### src/hw/rtl/dbas_pkg.sv
// Package for the debounced auto-repeat stepper: item types, register
// indexes, timing configuration and per-button status structs.
// No dependencies.
`timescale 1ns / 1ps
`default_nettype none
package dbas_pkg;

    // Widths fixed by the item fields and registers
    localparam int StampW  = 32;
    localparam int TimeW   = 16;
    localparam int StepW   = 13;
    localparam int OutPosW = 12;
    localparam int PosW    = 16;   // holds any position limit in range
    localparam int CfgAddrW = 3;
    localparam int CfgDataW = 16;

    // Register indexes
    localparam logic [CfgAddrW-1:0] RegRepeatDelay = 3'd0;
    localparam logic [CfgAddrW-1:0] RegFastAfter   = 3'd1;
    localparam logic [CfgAddrW-1:0] RegSlowPeriod  = 3'd2;
    localparam logic [CfgAddrW-1:0] RegFastPeriod  = 3'd3;
    localparam logic [CfgAddrW-1:0] RegUpSlowStep  = 3'd4;
    localparam logic [CfgAddrW-1:0] RegUpFastStep  = 3'd5;
    localparam logic [CfgAddrW-1:0] RegDnSlowStep  = 3'd6;
    localparam logic [CfgAddrW-1:0] RegDnFastStep  = 3'd7;

    // Register reset values
    localparam logic [TimeW-1:0]        RstRepeatDelay = 16'd500;
    localparam logic [TimeW-1:0]        RstFastAfter   = 16'd2000;
    localparam logic [TimeW-1:0]        RstSlowPeriod  = 16'd100;
    localparam logic [TimeW-1:0]        RstFastPeriod  = 16'd30;
    localparam logic signed [StepW-1:0] RstUpSlowStep  = 13'sd1;
    localparam logic signed [StepW-1:0] RstUpFastStep  = 13'sd10;
    localparam logic signed [StepW-1:0] RstDnSlowStep  = -13'sd1;
    localparam logic signed [StepW-1:0] RstDnFastStep  = -13'sd10;

    // Parameter defaults
    localparam int DefDebounceMs   = 20;
    localparam int DefInvertLevels = 0;
    localparam int DefPosMin       = -2048;
    localparam int DefPosMax       = 2047;

    typedef struct packed {
        logic [StampW-1:0] now_ms;
        logic              up_level;
        logic              down_level;
    } in_item_t;

    typedef struct packed {
        logic                      moved;
        logic signed [OutPosW-1:0] position;
        logic                      up_held;
        logic                      down_held;
    } out_item_t;

    typedef struct packed {
        logic [TimeW-1:0] repeat_delay_ms;
        logic [TimeW-1:0] fast_after_ms;
        logic [TimeW-1:0] slow_period_ms;
        logic [TimeW-1:0] fast_period_ms;
    } timing_cfg_t;

    typedef struct packed {
        logic step_ev;   // button makes a step this sample
        logic fast;      // fast repeating after this sample
        logic held;      // debounced pressed state after this sample
    } btn_stat_t;

endpackage
`default_nettype wire

### src/hw/rtl/dbas_button.sv
// One button: level inversion, time debounce and auto-repeat timing.
// Depends on dbas_pkg.
`timescale 1ns / 1ps
`default_nettype none
module dbas_button #(
    parameter int DEBOUNCE_MS   = dbas_pkg::DefDebounceMs,
    parameter int INVERT_LEVELS = dbas_pkg::DefInvertLevels
) (
    input  wire logic                          aclk,
    input  wire logic                          aresetn,
    input  wire logic                          en,
    input  wire logic [dbas_pkg::StampW-1:0]   now_ms,
    input  wire logic                          raw_level,
    input  wire dbas_pkg::timing_cfg_t         tcfg,
    output dbas_pkg::btn_stat_t                stat
);

    localparam logic [dbas_pkg::StampW-1:0] DebTicks = dbas_pkg::StampW'(DEBOUNCE_MS);
    localparam logic                        InvBit   = 1'(INVERT_LEVELS);

    logic                          last_level_reg, last_level_next;
    logic [dbas_pkg::StampW-1:0]   change_stamp_reg, change_stamp_next;
    logic                          held_reg, held_next;
    logic [dbas_pkg::StampW-1:0]   press_stamp_reg, press_stamp_next;
    logic [dbas_pkg::StampW-1:0]   repeat_stamp_reg, repeat_stamp_next;
    logic                          repeating_reg, repeating_next;
    logic                          fast_reg, fast_next;

    logic                          lvl;
    logic [dbas_pkg::StampW-1:0]   since_change;
    logic [dbas_pkg::StampW-1:0]   since_press;
    logic [dbas_pkg::StampW-1:0]   since_rep;
    logic                          deb_flip;
    logic                          fresh;
    logic                          rep1;
    logic                          fast1;
    logic                          fast2;
    logic                          ev;

    always_comb begin
        lvl = raw_level ^ InvBit;

        // A level change restarts the debounce window at zero
        since_change = (lvl != last_level_reg) ? '0 : (now_ms - change_stamp_reg);
        deb_flip     = (since_change >= DebTicks) && (lvl != held_reg);
        fresh        = deb_flip && lvl;

        held_next         = deb_flip ? lvl : held_reg;
        rep1              = deb_flip ? 1'b0 : repeating_reg;
        fast1             = deb_flip ? 1'b0 : fast_reg;
        press_stamp_next  = fresh ? now_ms : press_stamp_reg;
        last_level_next   = lvl;
        change_stamp_next = (lvl != last_level_reg) ? now_ms : change_stamp_reg;

        // A fresh press stamps now, so both elapsed times are zero
        since_press = fresh ? '0 : (now_ms - press_stamp_reg);
        since_rep   = fresh ? '0 : (now_ms - repeat_stamp_reg);

        ev                = fresh;
        repeating_next    = rep1;
        fast2             = fast1;
        repeat_stamp_next = fresh ? now_ms : repeat_stamp_reg;

        if (held_next) begin
            if (!rep1 && (since_press >= dbas_pkg::StampW'(tcfg.repeat_delay_ms))) begin
                repeating_next    = 1'b1;
                repeat_stamp_next = now_ms;
                ev                = 1'b1;
            end else if (rep1) begin
                fast2 = fast1 | (since_press >= dbas_pkg::StampW'(tcfg.fast_after_ms));
                if (since_rep >= dbas_pkg::StampW'(fast2 ? tcfg.fast_period_ms
                                                         : tcfg.slow_period_ms)) begin
                    repeat_stamp_next = now_ms;
                    ev                = 1'b1;
                end
            end
        end
        fast_next = fast2;

        stat.step_ev = ev;
        stat.fast    = fast2;
        stat.held    = held_next;
    end

    always_ff @(posedge aclk) begin
        if (!aresetn) begin
            last_level_reg   <= 1'b0;
            change_stamp_reg <= '0;
            held_reg         <= 1'b0;
            press_stamp_reg  <= '0;
            repeat_stamp_reg <= '0;
            repeating_reg    <= 1'b0;
            fast_reg         <= 1'b0;
        end else if (en) begin
            last_level_reg   <= last_level_next;
            change_stamp_reg <= change_stamp_next;
            held_reg         <= held_next;
            press_stamp_reg  <= press_stamp_next;
            repeat_stamp_reg <= repeat_stamp_next;
            repeating_reg    <= repeating_next;
            fast_reg         <= fast_next;
        end
    end

endmodule
`default_nettype wire

### src/hw/rtl/dbas_accum.sv
// Position accumulator: adds the up step then the down step, clamping each sum.
// Depends on dbas_pkg.
`timescale 1ns / 1ps
`default_nettype none
module dbas_accum #(
    parameter int POS_MIN = dbas_pkg::DefPosMin,
    parameter int POS_MAX = dbas_pkg::DefPosMax
) (
    input  wire logic                                aclk,
    input  wire logic                                aresetn,
    input  wire logic                                en,
    input  wire logic                                up_ev,
    input  wire logic signed [dbas_pkg::StepW-1:0]   up_step,
    input  wire logic                                dn_ev,
    input  wire logic signed [dbas_pkg::StepW-1:0]   dn_step,
    output logic signed [dbas_pkg::OutPosW-1:0]      position
);

    localparam int SumW = dbas_pkg::PosW + 1;
    localparam logic signed [SumW-1:0] MinS = SumW'(POS_MIN);
    localparam logic signed [SumW-1:0] MaxS = SumW'(POS_MAX);

    logic signed [dbas_pkg::PosW-1:0] pos_reg, pos_next;
    logic signed [dbas_pkg::PosW-1:0] pos_mid;
    logic signed [SumW-1:0]           sum_up, sum_dn;

    function automatic logic signed [dbas_pkg::PosW-1:0] clamp(
        input logic signed [SumW-1:0] s
    );
        logic signed [SumW-1:0] c;
        if (s < MinS)
            c = MinS;
        else if (s > MaxS)
            c = MaxS;
        else
            c = s;
        return c[dbas_pkg::PosW-1:0];
    endfunction

    always_comb begin
        sum_up   = SumW'(pos_reg) + SumW'(up_step);
        pos_mid  = up_ev ? clamp(sum_up) : pos_reg;
        sum_dn   = SumW'(pos_mid) + SumW'(dn_step);
        pos_next = dn_ev ? clamp(sum_dn) : pos_mid;
        position = pos_next[dbas_pkg::OutPosW-1:0];
    end

    always_ff @(posedge aclk) begin
        if (!aresetn) begin
            pos_reg <= '0;
        end else if (en) begin
            pos_reg <= pos_next;
        end
    end

endmodule
`default_nettype wire

### src/hw/rtl/debounced_autorepeat_stepper.sv
// Debounced two-button auto-repeat stepper, top level.
// Each sample passes the input register, then the result register, which holds while m_ready is low.
// Throughput: one item per cycle while m_ready is high; the result register frees the input side as it drains.
// Reset (aresetn low, synchronous): registers to defaults, buttons released, position zero.
// Depends on dbas_pkg, dbas_button, dbas_accum.
`timescale 1ns / 1ps
`default_nettype none
module debounced_autorepeat_stepper #(
    parameter int DEBOUNCE_MS   = dbas_pkg::DefDebounceMs,
    parameter int INVERT_LEVELS = dbas_pkg::DefInvertLevels,
    parameter int POS_MIN       = dbas_pkg::DefPosMin,
    parameter int POS_MAX       = dbas_pkg::DefPosMax
) (
    input  wire logic                              aclk,
    input  wire logic                              aresetn,
    // sample input
    input  wire logic                              s_valid,
    output logic                                   s_ready,
    input  wire dbas_pkg::in_item_t                s_data,
    // result output
    output logic                                   m_valid,
    input  wire logic                              m_ready,
    output dbas_pkg::out_item_t                    m_data,
    // configuration writes
    input  wire logic                              cfg_wr_en,
    input  wire logic [dbas_pkg::CfgAddrW-1:0]     cfg_addr,
    input  wire logic [dbas_pkg::CfgDataW-1:0]     cfg_wdata
);

    // Configuration registers
    dbas_pkg::timing_cfg_t                  tcfg_reg;
    logic signed [dbas_pkg::StepW-1:0]      up_slow_reg, up_fast_reg;
    logic signed [dbas_pkg::StepW-1:0]      dn_slow_reg, dn_fast_reg;

    // Input register stage
    logic                                   in_valid_reg;
    dbas_pkg::in_item_t                     in_data_reg;

    // Result register stage
    logic                                   out_valid_reg;
    dbas_pkg::out_item_t                    out_data_reg;

    logic                                   out_free;
    logic                                   advance;
    dbas_pkg::btn_stat_t                    up_stat, dn_stat;
    logic signed [dbas_pkg::StepW-1:0]      up_step, dn_step;
    logic signed [dbas_pkg::OutPosW-1:0]    pos_now;

    // Handshake: the result register empties or drains this cycle, so the
    // held sample can move on and the input register can take a new item.
    assign out_free = !out_valid_reg || m_ready;
    assign advance  = in_valid_reg && out_free;
    assign s_ready  = !in_valid_reg || out_free;
    assign m_valid  = out_valid_reg;
    assign m_data   = out_data_reg;

    // Configuration write decode; the data is cut to each register's width
    always_ff @(posedge aclk) begin
        if (!aresetn) begin
            tcfg_reg.repeat_delay_ms <= dbas_pkg::RstRepeatDelay;
            tcfg_reg.fast_after_ms   <= dbas_pkg::RstFastAfter;
            tcfg_reg.slow_period_ms  <= dbas_pkg::RstSlowPeriod;
            tcfg_reg.fast_period_ms  <= dbas_pkg::RstFastPeriod;
            up_slow_reg              <= dbas_pkg::RstUpSlowStep;
            up_fast_reg              <= dbas_pkg::RstUpFastStep;
            dn_slow_reg              <= dbas_pkg::RstDnSlowStep;
            dn_fast_reg              <= dbas_pkg::RstDnFastStep;
        end else if (cfg_wr_en) begin
            unique case (cfg_addr)
                dbas_pkg::RegRepeatDelay: tcfg_reg.repeat_delay_ms <= cfg_wdata;
                dbas_pkg::RegFastAfter:   tcfg_reg.fast_after_ms   <= cfg_wdata;
                dbas_pkg::RegSlowPeriod:  tcfg_reg.slow_period_ms  <= cfg_wdata;
                dbas_pkg::RegFastPeriod:  tcfg_reg.fast_period_ms  <= cfg_wdata;
                dbas_pkg::RegUpSlowStep:  up_slow_reg <= cfg_wdata[dbas_pkg::StepW-1:0];
                dbas_pkg::RegUpFastStep:  up_fast_reg <= cfg_wdata[dbas_pkg::StepW-1:0];
                dbas_pkg::RegDnSlowStep:  dn_slow_reg <= cfg_wdata[dbas_pkg::StepW-1:0];
                dbas_pkg::RegDnFastStep:  dn_fast_reg <= cfg_wdata[dbas_pkg::StepW-1:0];
                default: ;
            endcase
        end
    end

    // Input register: hold the sample until the result register takes it
    always_ff @(posedge aclk) begin
        if (!aresetn) begin
            in_valid_reg <= 1'b0;
        end else if (s_ready) begin
            in_valid_reg <= s_valid;
        end
    end

    always_ff @(posedge aclk) begin
        if (s_ready && s_valid) begin
            in_data_reg <= s_data;
        end
    end

    // Per-button debounce and repeat timing; state advances with the sample
    dbas_button #(
        .DEBOUNCE_MS   (DEBOUNCE_MS),
        .INVERT_LEVELS (INVERT_LEVELS)
    ) u_btn_up (
        .aclk      (aclk),
        .aresetn   (aresetn),
        .en        (advance),
        .now_ms    (in_data_reg.now_ms),
        .raw_level (in_data_reg.up_level),
        .tcfg      (tcfg_reg),
        .stat      (up_stat)
    );

    dbas_button #(
        .DEBOUNCE_MS   (DEBOUNCE_MS),
        .INVERT_LEVELS (INVERT_LEVELS)
    ) u_btn_dn (
        .aclk      (aclk),
        .aresetn   (aresetn),
        .en        (advance),
        .now_ms    (in_data_reg.now_ms),
        .raw_level (in_data_reg.down_level),
        .tcfg      (tcfg_reg),
        .stat      (dn_stat)
    );

    // Step size follows the fast state left by this sample
    assign up_step = up_stat.fast ? up_fast_reg : up_slow_reg;
    assign dn_step = dn_stat.fast ? dn_fast_reg : dn_slow_reg;

    // Up step first, clamp, then down step, clamp
    dbas_accum #(
        .POS_MIN (POS_MIN),
        .POS_MAX (POS_MAX)
    ) u_accum (
        .aclk     (aclk),
        .aresetn  (aresetn),
        .en       (advance),
        .up_ev    (up_stat.step_ev),
        .up_step  (up_step),
        .dn_ev    (dn_stat.step_ev),
        .dn_step  (dn_step),
        .position (pos_now)
    );

    // Result register: load on advance, drop valid once taken
    always_ff @(posedge aclk) begin
        if (!aresetn) begin
            out_valid_reg <= 1'b0;
        end else if (out_free) begin
            out_valid_reg <= in_valid_reg;
        end
    end

    always_ff @(posedge aclk) begin
        if (advance) begin
            out_data_reg.moved     <= up_stat.step_ev | dn_stat.step_ev;
            out_data_reg.position  <= pos_now;
            out_data_reg.up_held   <= up_stat.held;
            out_data_reg.down_held <= dn_stat.held;
        end
    end

endmodule
`default_nettype wire
### config.mk
export PLATFORM = sky130hd
export DESIGN_NAME = debounced_autorepeat_stepper
export DESIGN_NICKNAME = d
export VERILOG_FILES = /design/src/hw/rtl/dbas_pkg.sv /design/src/hw/rtl/dbas_button.sv /design/src/hw/rtl/dbas_accum.sv /design/src/hw/rtl/debounced_autorepeat_stepper.sv
export SDC_FILE = /design/constraint.sdc
export NUM_CORES = 1
export LEC_CHECK = 0
export BUFFER_PORTS_ARGS = -buffer_cell sky130_fd_sc_hd__buf_2
export CORE_MARGIN = 1.5
export CORE_UTILIZATION = 40
export DETAILED_ROUTE_END_ITERATION = 16
export HOLD_SLACK_MARGIN = 0.03
export MAX_ROUTING_LAYER = met4
export PLACE_DENSITY = 0.53
export SLEW_MARGIN = 5
export SYNTH_ARGS = -nofsm -noshare
export SYNTH_HDL_FRONTEND = slang
export SYNTH_SLANG_ARGS = --single-unit
### constraint.sdc
create_clock -name aclk -period 18.05 [get_ports aclk]
set_clock_uncertainty 0.2 [all_clocks]
set_input_delay 0.9025 -clock aclk [delete_from_list [all_inputs] [get_ports aclk]]
set_output_delay 0.9025 -clock aclk [all_outputs]
set_load 0.005 [all_outputs]
==> impl_metrics.json, run 1 <==
{
  "status": "complete, no violations",
  "pwr_density_cell_nw_per_um2": 77.08,
  "final_util": 0.4460,
  "crit_path_max_incr_delay_ps": 950,
  "clock_latency_ps": 610,
  "synthFlopType": "dfxtp_1",
  "ir_drop_uv": 72.43,
  "cp.required_ps": 18340,
  "cp_top_family": "compound AO/OA/AOI/OAI gates",
  "tritoncts.num_buffers": 48,
  "drt-vias-per-instance": 5.607,
  "cts_resized": 0,
  "cts_tree": "built",
  "finalHoldViolCount": 0,
  "drive_above_1_share": 0.07231,
  "clock-sinks": 383,
  "grt_overflow": 0,
  "io_buffers": 74,
  "fmax_mhz": 65.44,
  "post-cts-setup-buffer-count": 0,
  "fin_nets": 4406,
  "grt_pass1_wl_mm": 156.9,
  "drc_errors": 0,
  "cap_violations": 0,
  "drtPass1Iterations": 6,
  "hold_buffers": 0,
  "start_util": 0.4067,
  "ys_types": 95,
  "vias": 28594,
  "root_buffer": "clkbuf_16",
  "antenna_found_initial": 2,
  "setup_slack_ps": 2770,
  "hpwl_mm": 74.52,
  "syn_inst": 4034,
  "async_flop_share": 0,
  "clockBufferDepth": 3,
  "slowest_stage": "a2111oi_0",
  "pin_count": 75,
  "synth_area_per_cell_um2": 7.695,
  "die_x_um": 281.6,
  "gp_congestion": 0.9452,
  "avgRoutedWirePerCell_um": 20.00,
  "worstHoldPathType": "flip-flop to flip-flop",
  "critPathMaxFanout": 23,
  "maxSlewViolCount": 0,
  "routed_wl_mm": 102.0,
  "grt_usage": 0.2616,
  "syn_area_um2": 31040,
  "grt_max_degree": 148,
  "first_global_vias": 26367,
  "yosys_warnings": 0,
  "synth.net_count": 4413,
  "critPathBufInv": 2,
  "crit_arrival_ps": 15570,
  "fp.dieArea_um2": 79280,
  "final_common_cell": "nand2_1",
  "synth-seq-area-share": 0.2628,
  "setup_viol": 0,
  "pre_cts_ws_ps": 3151,
  "drtAntennaViolNets": 0,
  "ctsHtreeMaxLevel": 2,
  "tightest_slew_ps": 1204,
  "largest_reg_flops": 64,
  "rows": 101,
  "area_growth_pct": 9.662,
  "fin_crit_sh": 0.8465,
  "setup_tns_ps": 0,
  "rsz0062_at_grt": "no",
  "slew_headroom": 0.1940,
  "period_minus_slack_ps": 15280,
  "startpoint_type": "flip-flop",
  "critPathCaptureType": "flip-flop",
  "die-height_um": 281.6,
  "core_um2": 76330,
  "ys_ff_latch": 383,
  "layout.cells.most_common_list": "655 x nand2_1, 334 x dfxtp_1, 313 x ha_1",
  "fillerInstances": 7930,
  "p_leak_nw": 13.26,
  "criticalPathCategory": "flip-flop to flip-flop",
  "synth_edf_count": 49,
  "clk_pin_slew_ps": 60,
  "drtIter0Drc": 2375
}
[cell type report]
class | instances | area [um^2] | share of cell area
diodes | 4 | 10.01 | 0.0002941
clock buffers | 74 | 1505 | 0.04422
clock inverters | 15 | 128.9 | 0.003786
inverters | 309 | 1160 | 0.03407
multi-input cells | 3156 | 21000 | 0.6168
flip-flops and latches | 383 | 8158 | 0.2397
well taps | 1030 | 1289 | 0.03786
repair buffers | 129 | 792.0 | 0.02327
[power breakdown]
part	switching (mW)	leakage, nW	internal [mW]
clock	0.405	0.804	0.590
sequential	0.0159	3.18	0.892
combinational	0.448	9.28	0.273
total	0.868	13.3	1.76
[synthesized netlist by cell type, types with 13 or more instances]
cell       count  share of area
and3_1        31         0.0062
inv_1        308          0.037
o21a_1        56          0.014
a211o_1       14         0.0040
a21oi_1      267          0.043
a31o_2        13         0.0037
a22oi_1       16         0.0039
a31oi_1       37         0.0075
dfxtp_1      334           0.22
or3_1         23         0.0046
nand2_1      656          0.079
mux2i_1       86          0.028
clkbuf_1     144          0.017
o31ai_1       14         0.0034
nor2_1       236          0.029
edfxtp_1      49          0.047
xor2_1        59          0.017
o31a_1        14         0.0040
nor2b_1       93          0.019
a21boi_0     215          0.052
a2111oi_0     16         0.0045
o21ai_0      164          0.026
a211oi_1      40         0.0097
nand3_1       90          0.015
o22ai_1       19         0.0038
o211ai_1      46          0.011
xnor2_1       63          0.018
nand4_1       49         0.0099
and2_1        39         0.0079
mux2_2        25         0.0091
o2111ai_1     15         0.0042
ha_1         313           0.13
nor3_1        60         0.0097
a21o_1        95          0.023
nand2b_1      48         0.0097
o21bai_1      31         0.0075
buf_2         15         0.0024
nor4_1        19         0.0038
[final timing paths]
check	from	to	slack (ps)	cells past startpoint
hold reg to reg	up_slow_reg[4]	up_slow_reg[4]	260	2
setup / recovery	in_data_reg[2]	u_accum.pos_reg[2]	2770	52
setup reg to reg	in_data_reg[2]	u_accum.pos_reg[2]	2770	52
hold / removal	up_slow_reg[4]	up_slow_reg[4]	260	2
[logic make-up after synthesis]
| logic type | count (synthesis) | share of synthesized area |
|---|---|---|
| simple gates | 1399 | 0.2066 |
| flops | 383 | 0.2628 |
| buf+inv | 495 | 0.06228 |
| compound gates | 1190 | 0.2607 |
| xor+xnor | 122 | 0.03442 |
| fa+ha+maj | 322 | 0.1317 |
| mux | 123 | 0.04152 |
[tightest hold or removal path, stage by stage (launching register included)]
cell      delay, ps
dfxtp_1         300
nand2_1          40
a21boi_0         60
[layer usage]
metal  GRT usage  part of all wire  wire, um  vias up
met1      0.3615              0.49     49810    13436
met2      0.3995              0.44     44610      681
met5           -                 0         0        -
met3     0.03099             0.046      4707      154
li1            -                 -         -    14323
met4     0.07527             0.028      2892        0
[per-stage QoR]
step           hold slack, ps  power [mW]  area, um^2  instances
2_1_floorplan           235.1       1.439       31040       4034
3_3_place_gp            246.0       1.640       32390       5007
3_5_place_dp            252.5       1.636       32390       5007
4_1_cts                 246.6       2.644       34030       5096
5_1_grt                 250.6       2.759       34030       5098
6_report                262.9       2.624       34040       5100
No activity file was read; power rests on OpenSTA's default activity.
==> inputs of run 2 (changes only) <==
--- a/config.mk
+++ b/config.mk
@@ -11,7 +11,7 @@
 export DETAILED_ROUTE_END_ITERATION = 16
 export HOLD_SLACK_MARGIN = 0.03
 export MAX_ROUTING_LAYER = met4
-export PLACE_DENSITY = 0.53
+export PLACE_DENSITY = 0.55
 export SLEW_MARGIN = 5
 export SYNTH_ARGS = -nofsm -noshare
 export SYNTH_HDL_FRONTEND = slang
==> constraint.sdc (replaced) <==
create_clock -name aclk -period 12.6 [get_ports aclk]
set_clock_uncertainty 0.2 [all_clocks]
set_input_delay 0.63 -clock aclk [delete_from_list [all_inputs] [get_ports aclk]]
set_output_delay 0.63 -clock aclk [all_outputs]
set_load 0.005 [all_outputs]
==> impl_metrics.json, run 2 (synthesis results as in run 1) <==
{
  "r2r-end": "u_accum.pos_reg[0]",
  "critPathMaxFanout": 16,
  "dp.cells": 5055,
  "routed.top_layer": "met4",
  "hpwl_mm": 75.53,
  "reg2regPathDepth": 55,
  "finalHoldViolCount": 0,
  "maxSlewViolCount": 0,
  "die_x_um": 281.6,
  "die-height_um": 281.6,
  "rows": 101,
  "pin_count": 75,
  "area_growth_pct": 11.77,
  "setup_tns_ps": 0,
  "gp_congestion": 0.9588,
  "worstHoldPathType": "input port to flip-flop",
  "cp_top_family": "compound AO/OA/AOI/OAI gates",
  "grt_pass1_wl_mm": 156.4,
  "fp.dieArea_um2": 79280,
  "fmax_mhz": 83.13,
  "slew_headroom": 0.2073,
  "clockBufferDepth": 3,
  "whs_endpoint": "in_data_reg[19]",
  "layout.cells.most_common_list": "655 x nand2_1, 334 x dfxtp_1, 308 x inv_1",
  "first_global_vias": 26896,
  "period_minus_slack_ps": 12030,
  "criticalPathCategory": "flip-flop to flip-flop",
  "drt-vias-per-instance": 5.625,
  "cts_tree": "built",
  "p_leak_nw": 13.56,
  "r2r_start": "in_data_reg[14]",
  "core_um2": 76330,
  "drtIter0Drc": 2088,
  "fin_crit_sh": 0.9547,
  "routed_wl_mm": 101.4,
  "antenna_found_initial": 0,
  "setup_viol": 0,
  "drtAntennaViolNets": 0,
  "min_from": "s_data[19]",
  "hold_depth": 1,
  "start_util": 0.4067,
  "largest_reg_flops": 64,
  "antenna_cells": 0,
  "pwr_density_cell_nw_per_um2": 107.8,
  "critPathCaptureType": "flip-flop",
  "status": "complete, no violations",
  "startpoint_type": "flip-flop",
  "tritoncts.num_buffers": 46,
  "clock-sinks": 383,
  "r2r_slack_ps": 570,
  "final_common_cell": "nand2_1",
  "cp-startpoint": "in_data_reg[14]",
  "m1WireLength_mm": 47.39,
  "ir_drop_uv": 88.73,
  "intPower_mw": 2.484,
  "critPathBufInv": 6,
  "wl_met3_mm": 5.282,
  "crit_arrival_ps": 12320,
  "drtPass1Iterations": 5,
  "power_frac_clock": 0.360,
  "crit_path_max_incr_delay_ps": 440,
  "root_buffer": "clkbuf_16",
  "vias": 29024,
  "drc_errors": 0,
  "fin_nets": 4473,
  "met2WireLength_mm": 44.57,
  "p_sw_mw": 1.255,
  "grt_max_degree": 168,
  "pwr-share-comb": 0.291,
  "drive_above_1_share": 0.09104,
  "cap_violations": 0,
  "slowest_stage": "a2111oi_1",
  "grt_overflow": 0,
  "io_buffers": 74,
  "crit_top_cell": "buf_4",
  "cp.required_ps": 12890,
  "clock_latency_ps": 600,
  "pwr-share-seq": 0.349,
  "switching_share": 0.3356,
  "tightest_slew_ps": 1177,
  "grt_usage": 0.2595,
  "stdcell_count": 5160,
  "avgRoutedWirePerCell_um": 19.65,
  "clk_pin_slew_ps": 60,
  "ctsHtreeMaxLevel": 2
}
## run 2: cell type report
cell class | count | area, um^2
inverter | 309 | 1160
multi-input combinational | 3156 | 21220
tap | 1030 | 1289
clock buffer | 64 | 1321
sequential | 383 | 8158
timing repair buffer | 198 | 1369
clock inverter | 20 | 178.9
fill | 7881 | 41630
## run 2: timing repair
action / 4_1_cts / 5_1_grt
endpoints found under the hold margin: 16 / 1
setup buffers: 1 / 3
pin swaps: 1 / 4
hold buffers: 16 / 1
gates resized for setup: 2 / 51
gates cloned: 0 / 0
endpoints found under the setup margin: 22 / 28
## run 2: how the worst max path moves through the flow
| stage | endpoint | slack [ps] | cells after the start |
|---|---|---|---|
| floorplan | u_accum.pos_reg[2] | 130 | 54 |
| finish | u_accum.pos_reg[0] | 570 | 55 |
| CTS | u_accum.pos_reg[0] | 70 | 55 |
| detailed placement | u_accum.pos_reg[2] | -220 | 54 |
| global route | u_accum.pos_reg[1] | -80 | 54 |
| global placement | u_accum.pos_reg[6] | 20 | 54 |
## run 2: layer usage
metal / vias up / global-route usage
met1: 13726 / 0.3454
met4: 0 / 0.09981
met5: - / -
met3: 173 / 0.03745
met2: 669 / 0.3960
li1: 14456 / -
## run 2: power groups by stage
stage	combinational (mW)	sequential (mW)	clock, mW
2_1_floorplan	0.728	1.33	0
3_3_place_gp	1.05	1.33	0
3_5_place_dp	1.04	1.33	0
4_1_cts	1.05	1.30	1.37
5_1_grt	1.20	1.31	1.42
6_report	1.09	1.30	1.35
## run 2: per-stage QoR
step                      total power, mW  setup slack [ps]    util  hold slack, ps  cell area, um^2
after detailed placement            2.373            -217.7  0.4293           252.7            32760
after floorplan                     2.061             133.3       -           235.1            31040
after global placement              2.379             24.73  0.4293           247.9            32760
final                               3.739             570.6  0.4545           58.53            34690
after global routing                3.933            -81.79  0.4545           32.53            34690
after CTS                           3.730             68.00  0.4512           31.44            34440
## run 2: worst register-to-register path, delay by kind of cell, from the launching register on
kind | cells | cell delay, ps
compound gates | 25 | 4840
xor+xnor | 2 | 310
fa+ha+maj | 6 | 1870
buf+inv | 6 | 1100
flops | 1 | 400
mux | 2 | 580
simple gates | 14 | 2610
